### src/design/signed_integer_to_ascii_text_unit_defines.svh
// ----------------------------------------------------------------------------
// Assertion macros for the signed integer to ASCII text unit.
// These macros wrap clocked, reset-gated assertions.
// ----------------------------------------------------------------------------
`ifndef SIGNED_INTEGER_TO_ASCII_TEXT_UNIT_DEFINES_SVH
`define SIGNED_INTEGER_TO_ASCII_TEXT_UNIT_DEFINES_SVH

// This macro asserts that the consequent holds in the same cycle.
`define SITA_ASSERT_NOW(label, ante, cons) \
	label: assert property (@(posedge clk) disable iff (!arst_n) (ante) |-> (cons)) \
		else $error("sita assertion failed");

// This macro asserts that the consequent holds in the next cycle.
`define SITA_ASSERT_NEXT(label, ante, cons) \
	label: assert property (@(posedge clk) disable iff (!arst_n) (ante) |=> (cons)) \
		else $error("sita assertion failed");

`endif

### src/design/sita_pkg.sv
// ----------------------------------------------------------------------------
// sita_pkg
// This package holds the shared types and constants of the text unit.
// ----------------------------------------------------------------------------
`timescale 1ns / 1ps
package sita_pkg;
	localparam int MaxChars  = 11;
	localparam int DecDigits = 10;
	localparam logic [7:0] ChMinus = 8'h2d;
	localparam logic [7:0] ChZero  = 8'h30;
	localparam logic [7:0] ChX     = 8'h78;
	localparam logic [7:0] ChA     = 8'h61;

	// This struct is the payload of one conversion stage.
	typedef struct packed {
		logic        neg;
		logic        hex;
		logic [31:0] mag;
		logic [31:0] work;
		logic [39:0] bcd;
	} dd_t;

	// This struct is the formatted text of one item.
	typedef struct packed {
		logic [MaxChars-1:0][7:0] text;
		logic [3:0]               len;
	} fmt_t;

	// This function maps a digit value to its lower-case ASCII code.
	function automatic logic [7:0] digit_char(input logic [3:0] d);
		logic [7:0] c;
		if (d < 4'd10) begin
			c = ChZero + {4'd0, d};
		end else begin
			c = ChA + {4'd0, d} - 8'd10;
		end
		return c;
	endfunction
endpackage

### src/design/sita_dabble.sv
// ----------------------------------------------------------------------------
// sita_dabble
// One pipeline stage of the binary to BCD converter: eight shift-add-three steps.
// ----------------------------------------------------------------------------
`timescale 1ns / 1ps
module sita_dabble (
	input  logic          clk,
	input  logic          arst_n,
	input  logic          in_valid,
	output logic          in_ready,
	input  sita_pkg::dd_t in_data,
	output logic          out_valid,
	input  logic          out_ready,
	output sita_pkg::dd_t out_data
);
	import sita_pkg::*;

	logic stage_valid_s1;
	dd_t  stage_data_s1;
	dd_t  next_data;

	assign in_ready  = !stage_valid_s1 || out_ready;
	assign out_valid = stage_valid_s1;
	assign out_data  = stage_data_s1;

	// Eight bits of the working magnitude are shifted into the BCD digits.
	always_comb begin
		next_data = in_data;
		for (int s = 0; s < 8; s++) begin
			for (int d = 0; d < DecDigits; d++) begin
				if (next_data.bcd[d*4 +: 4] >= 4'd5) begin
					next_data.bcd[d*4 +: 4] = next_data.bcd[d*4 +: 4] + 4'd3;
				end
			end
			next_data.bcd  = {next_data.bcd[38:0], next_data.work[31]};
			next_data.work = {next_data.work[30:0], 1'b0};
		end
	end

	// The valid bit advances whenever this stage can accept.
	always_ff @(posedge clk or negedge arst_n) begin
		if (!arst_n) begin
			stage_valid_s1 <= 1'b0;
		end else if (in_ready) begin
			stage_valid_s1 <= in_valid;
		end
	end

	// The payload is loaded together with its valid bit.
	always_ff @(posedge clk) begin
		if (in_ready && in_valid) begin
			stage_data_s1 <= next_data;
		end
	end
endmodule

### src/design/sita_format.sv
// ----------------------------------------------------------------------------
// sita_format
// Builds the character string of one item from its sign, radix and digits.
// ----------------------------------------------------------------------------
`timescale 1ns / 1ps
module sita_format (
	input  logic           clk,
	input  logic           arst_n,
	input  logic           in_valid,
	output logic           in_ready,
	input  sita_pkg::dd_t  in_data,
	output logic           out_valid,
	input  logic           out_ready,
	output sita_pkg::fmt_t out_data
);
	import sita_pkg::*;

	logic                      fmt_valid_s1;
	fmt_t                      fmt_data_s1;
	fmt_t                      next_fmt;
	logic [DecDigits-1:0][3:0] digits;
	logic [3:0]                nd;
	logic [3:0]                pre;
	logic [4:0]                k;

	assign in_ready  = !fmt_valid_s1 || out_ready;
	assign out_valid = fmt_valid_s1;
	assign out_data  = fmt_data_s1;

	// Digits come from the BCD word in decimal and from the nibbles in hex.
	always_comb begin
		for (int d = 0; d < DecDigits; d++) begin
			if (in_data.hex) begin
				digits[d] = (d < 8) ? in_data.mag[(d%8)*4 +: 4] : 4'd0;
			end else begin
				digits[d] = in_data.bcd[d*4 +: 4];
			end
		end
	end

	// The digit count skips leading zeros but keeps at least one digit.
	always_comb begin
		nd = 4'd1;
		for (int d = 0; d < DecDigits; d++) begin
			if (digits[d] != 4'd0) begin
				nd = 4'(d + 1);
			end
		end
		pre = {3'd0, in_data.neg} + (in_data.hex ? 4'd2 : 4'd0);
	end

	// Each text slot takes a prefix character or the matching digit.
	always_comb begin
		next_fmt.len = pre + nd;
		k = 5'd0;
		for (int j = 0; j < MaxChars; j++) begin
			k = {1'b0, nd} + {1'b0, pre} - 5'd1 - 5'(j);
			if (4'(j) < pre) begin
				if (in_data.neg && j == 0) begin
					next_fmt.text[j] = ChMinus;
				end else if (4'(j) == pre - 4'd2) begin
					next_fmt.text[j] = ChZero;
				end else begin
					next_fmt.text[j] = ChX;
				end
			end else if (k < 5'd10) begin
				next_fmt.text[j] = digit_char(digits[k[3:0]]);
			end else begin
				next_fmt.text[j] = 8'd0;
			end
		end
	end

	// The valid bit advances whenever this stage can accept.
	always_ff @(posedge clk or negedge arst_n) begin
		if (!arst_n) begin
			fmt_valid_s1 <= 1'b0;
		end else if (in_ready) begin
			fmt_valid_s1 <= in_valid;
		end
	end

	// The text is loaded together with its valid bit.
	always_ff @(posedge clk) begin
		if (in_ready && in_valid) begin
			fmt_data_s1 <= next_fmt;
		end
	end
endmodule

### src/design/signed_integer_to_ascii_text_unit.sv
// ----------------------------------------------------------------------------
// signed_integer_to_ascii_text_unit
// Converts a signed 32-bit value to decimal or 0x-prefixed hex ASCII text.
//
// Channel  Dir  tdata                          tuser / tlast
// s_*      in   value[31:0]                    tuser: opcode (1 = hex)
// m_*      out  character[7:0], position[11:8] tlast: final character
//
// An item passes an input register, four BCD stages and a format stage
// before the output register shows its first character.
// The output register sends one character per cycle while m_tready is high;
// an item has one to eleven characters, and the next text loads as its last
// beat leaves. Reset clears all valid bits; a full stage holds while the next is full.
// ----------------------------------------------------------------------------
`timescale 1ns / 1ps
`include "signed_integer_to_ascii_text_unit_defines.svh"
module signed_integer_to_ascii_text_unit (
	input  logic        clk,
	input  logic        arst_n,
	input  logic        s_tvalid,
	output logic        s_tready,
	input  logic [31:0] s_tdata,  // value[31:0]
	input  logic        s_tuser,  // opcode
	output logic        m_tvalid,
	input  logic        m_tready,
	output logic [15:0] m_tdata,  // character[7:0], position[11:8], zeros[15:12]
	output logic        m_tlast
);
	import sita_pkg::*;

	logic                     in_valid_s1;
	dd_t                      in_data_s1;
	logic [4:0]               dd_valid;
	logic [4:0]               dd_ready;
	dd_t  [4:0]               dd_data;
	logic                     fmt_valid;
	fmt_t                     fmt_data;
	logic                     load;
	logic                     busy_q;
	logic [MaxChars-1:0][7:0] text_q;
	logic [3:0]               len_q;
	logic [3:0]               pos_q;
	logic                     is_last;
	logic                     fire;

	// The input register takes the sign and magnitude.
	assign s_tready = !in_valid_s1 || dd_ready[0];

	always_ff @(posedge clk or negedge arst_n) begin
		if (!arst_n) begin
			in_valid_s1 <= 1'b0;
		end else if (s_tready) begin
			in_valid_s1 <= s_tvalid;
		end
	end

	always_ff @(posedge clk) begin
		if (s_tready && s_tvalid) begin
			in_data_s1.neg  <= s_tdata[31];
			in_data_s1.hex  <= s_tuser;
			in_data_s1.mag  <= s_tdata[31] ? (32'd0 - s_tdata) : s_tdata;
			in_data_s1.work <= s_tdata[31] ? (32'd0 - s_tdata) : s_tdata;
			in_data_s1.bcd  <= 40'd0;
		end
	end

	assign dd_valid[0] = in_valid_s1;
	assign dd_data[0]  = in_data_s1;

	// Four BCD stages each take eight magnitude bits.
	for (genvar g = 0; g < 4; g++) begin : g_dabble
		sita_dabble u_dabble (
			.clk       (clk),
			.arst_n    (arst_n),
			.in_valid  (dd_valid[g]),
			.in_ready  (dd_ready[g]),
			.in_data   (dd_data[g]),
			.out_valid (dd_valid[g+1]),
			.out_ready (dd_ready[g+1]),
			.out_data  (dd_data[g+1])
		);
	end

	sita_format u_format (
		.clk       (clk),
		.arst_n    (arst_n),
		.in_valid  (dd_valid[4]),
		.in_ready  (dd_ready[4]),
		.in_data   (dd_data[4]),
		.out_valid (fmt_valid),
		.out_ready (load),
		.out_data  (fmt_data)
	);

	// The output register walks through the text one beat at a time.
	assign is_last = (pos_q == len_q - 4'd1);
	assign fire    = busy_q && m_tready;
	assign load    = !busy_q || (fire && is_last);

	always_ff @(posedge clk or negedge arst_n) begin
		if (!arst_n) begin
			busy_q <= 1'b0;
			pos_q  <= 4'd0;
		end else if (load) begin
			busy_q <= fmt_valid;
			pos_q  <= 4'd0;
		end else if (fire) begin
			pos_q <= pos_q + 4'd1;
		end
	end

	always_ff @(posedge clk) begin
		if (load && fmt_valid) begin
			text_q <= fmt_data.text;
			len_q  <= fmt_data.len;
		end
	end

	assign m_tvalid = busy_q;
	assign m_tdata  = {4'd0, pos_q, text_q[pos_q]};
	assign m_tlast  = is_last;

	// The position stays inside the text and steps by one per beat.
	`SITA_ASSERT_NOW(a_pos_in_text, busy_q, pos_q < len_q)
	`SITA_ASSERT_NOW(a_len_range, busy_q, len_q >= 4'd1 && len_q <= 4'd11)
	`SITA_ASSERT_NEXT(a_pos_step, fire && !is_last, pos_q == $past(pos_q) + 4'd1)
endmodule
### config.mk
export PLATFORM = sky130hd
export DESIGN_NAME = signed_integer_to_ascii_text_unit
export DESIGN_NICKNAME = d
export VERILOG_FILES = /design/src/design/sita_pkg.sv /design/src/design/sita_dabble.sv /design/src/design/sita_format.sv /design/src/design/signed_integer_to_ascii_text_unit.sv
export VERILOG_INCLUDE_DIRS = /design/src /design/src/design
export SDC_FILE = /design/constraint.sdc
export NUM_CORES = 1
export LEC_CHECK = 0
export ABC_AREA = 1
export CORE_MARGIN = 5
export CORE_UTILIZATION = 50
export CTS_BUF_LIST = sky130_fd_sc_hd__clkbuf_4
export CTS_CLUSTER_SIZE = 16
export DETAILED_ROUTE_END_ITERATION = 7
export DONT_BUFFER_PORTS = 1
export GPL_ROUTABILITY_DRIVEN = 0
export HOLD_SLACK_MARGIN = 0.15
export PLACE_DENSITY = 0.65
export SYNTH_ARGS = -nofsm -noshare
export SYNTH_HDL_FRONTEND = slang
export SYNTH_HIERARCHICAL = 1
export SYNTH_SLANG_ARGS = --single-unit
### constraint.sdc
create_clock -name clk -period 9.2 [get_ports clk]
set_clock_uncertainty 0.05 [all_clocks]
set_input_delay 0.92 -clock clk [delete_from_list [all_inputs] [get_ports clk]]
set_output_delay 0.92 -clock clk [all_outputs]
set_load 0.02 [all_outputs]
==> results.py <==
metrics = {
    "critical_path": {
        "arrival_ns": 7.13,
        "end_kind": "flop",
        "crit_path_max_fanout": 44,
        "crit_path_top_delay_cell": "ha_1",
        "reg2reg_depth": 25,
        "worstSetupStartpointType": "flop",
        "critPathKind": "flop to flop",
        "required_ns": 9.89,
        "path_common_cell": "nand2_1",
        "slowest_delay_ns": 0.89,
    },
    "clocking": {
        "cts.path.max_buffers": 3,
        "cts_setup_buffers": 0,
        "cts_max_level": 4,
        "clkLatencyLatePin_ns": 1.02,
        "path_clk_slew_ns": 0.08,
        "cts_sinks": 562,
        "cts_tree": "done",
        "cts_buffers": 152,
        "clockRootBuffer": "clkbuf_4",
    },
    "floorplanning": {
        "die_w_um": 346,
        "dieArea_um2": 119000,
        "die-height_um": 346,
        "core-area_um2": 112000,
        "fp-row-count": 123,
        "boundaryPins": 56,
        "initial_utilization": 0.502,
    },
    "global_route": {
        "grt_max_degree": 72,
        "grt_pass1_vias": 46700,
        "grt_pass1_wl_um": 212000,
        "antenna_found_initial": 3,
        "track_usage": 0.208,
        "grt_overflow_total": 0,
    },
    "place": {
        "dp_hpwl_um": 101000,
        "port_buffers": 0,
    },
    "routing": {
        "detail_route.wl_per_cell_um": 12.5,
        "routed_via_density": 5.04,
        "postRouteAntennaNets": 0,
        "drc": 0,
        "first_pass_iters": 6,
        "wl_um": 126000,
        "drt_iter0_drc": 2759,
        "vias": 51100,
    },
    "sta": {
        "setup_viol": 0,
        "slew_headroom": 0.364,
        "slew_viol_final": 0,
        "finalCriticalPeriod_ns": 6.43,
        "hold_viol": 0,
        "worstMarginPinSlew_ns": 0.954,
        "fmax_mhz": 155,
        "setup-tns-final_ns": 0,
        "fin_crit_sh": 0.699,
        "grt_setup_unrepaired": "false",
    },
    "logic_synthesis": {
        "yosysWarningCount": 6,
        "syn_avg_cell_area_um2": 6.82,
        "synthCells": 8254,
        "synth_area_um2": 56300,
    },
    "final_layout": {
        "layout_commonest_cell": "nand2_1",
        "final_cell_mix": "nand2_1, inv_1, nand3_1, edfxtp_1, nand2_2",
        "drive_above_1_share": 0.160,
        "area_delta_synth_final_pct": 7.80,
        "nFillCells": 10800,
        "final_nets": 8817,
    },
    "worst_hold_path": {
        "hold_path_depth": 3,
        "hp-class": "input pin to flop",
    },
    "run": {
        "maxCapViolCount": 0,
    },
    "status": {
        "status": "finished, final reports clean",
    },
}
## final timing paths
kind	to	slack, ns	startpoint
max	u_format/out_data[78]$_SDFFCE_PP0P_	2.77	g_dabble[3].u_dabble/out_data[104]$_DFFE_PP_
min	dd_data[71]$_SDFFCE_PN0P_	0.27	s_tdata[29]
max reg2reg	u_format/out_data[78]$_SDFFCE_PP0P_	2.77	g_dabble[3].u_dabble/out_data[104]$_DFFE_PP_
min reg2reg	g_dabble[1].u_dabble/out_data[97]$_DFFE_PP_	0.32	g_dabble[0].u_dabble/out_data[97]$_DFFE_PP_
max in group asynchronous	g_dabble[2].u_dabble/out_valid$_DFFE_PN0N_	8.15	arst_n
min in group asynchronous	pos_q[1]$_DFFE_PN0P_	0.38	arst_n
## area by class of cell
type                            count  area, um^2  share of cell area
Clock inverter                     64         465             0.00767
Inverter                         1301        4890              0.0806
Multi-Input combinational cell   6450       34700               0.571
Timing Repair Buffer               46         428             0.00705
Sequential cell                   562       16800               0.277
Antenna cell                        3        7.51            0.000124
Clock buffer                      203        1520              0.0251
Tap cell                         1500        1880              0.0309
## metal layers
metal / vias up / GRT usage / wire length [um] / part of all wire
met5: - / 0 / 0 / 0
met4: 0 / 0.0833 / 4810 / 0.038
met3: 233 / 0.0289 / 4770 / 0.038
met2: 840 / 0.370 / 61100 / 0.48
met1: 22700 / 0.253 / 55700 / 0.44
li1: 27400 / - / - / -
## critical path: cells and delay by family, from the launching register on
| family | cells | cell delay, ns |
|---|---|---|
| flip-flops | 1 | 0.32 |
| adder cells (fa/ha/maj) | 4 | 2.02 |
| AND/OR/NAND/NOR | 12 | 1.64 |
| buffers and inverters | 6 | 1.66 |
| AO/OA/AOI/OAI | 3 | 0.48 |
## registers in the layout (all words and copies together), names as in the netlist, 4 cells and up
register                     cells
g_dabble.u_dabble/out_valid      4
dd_data                         34
g_dabble.u_dabble/out_data     344
u_format/out_data               81
pos_q                            4
text_q                          88
len_q                            4
## through the flow
step	area, um^2	hold slack [ns]	std cells	utilization	setup WS, ns
final	60700	0.275	10100	0.541	2.77
after global routing	60700	0.177	10100	0.541	2.12
after CTS	60700	0.154	10100	0.541	2.93
after detailed placement	58400	0.355	9826	0.520	2.89
after global placement	58400	0.350	9826	0.520	3.00
after floorplan	56800	0.350	8381	-	2.09
## repair_timing
action	4_1_cts	5_1_grt
hold buffers	33	0
setup endpoints to repair	0	0
gates resized for setup	0	0
endpoints found under the hold margin	45	0
Power is not shown: default switching activity piles up to over one toggle a cycle in this logic, so the estimate is an artifact.
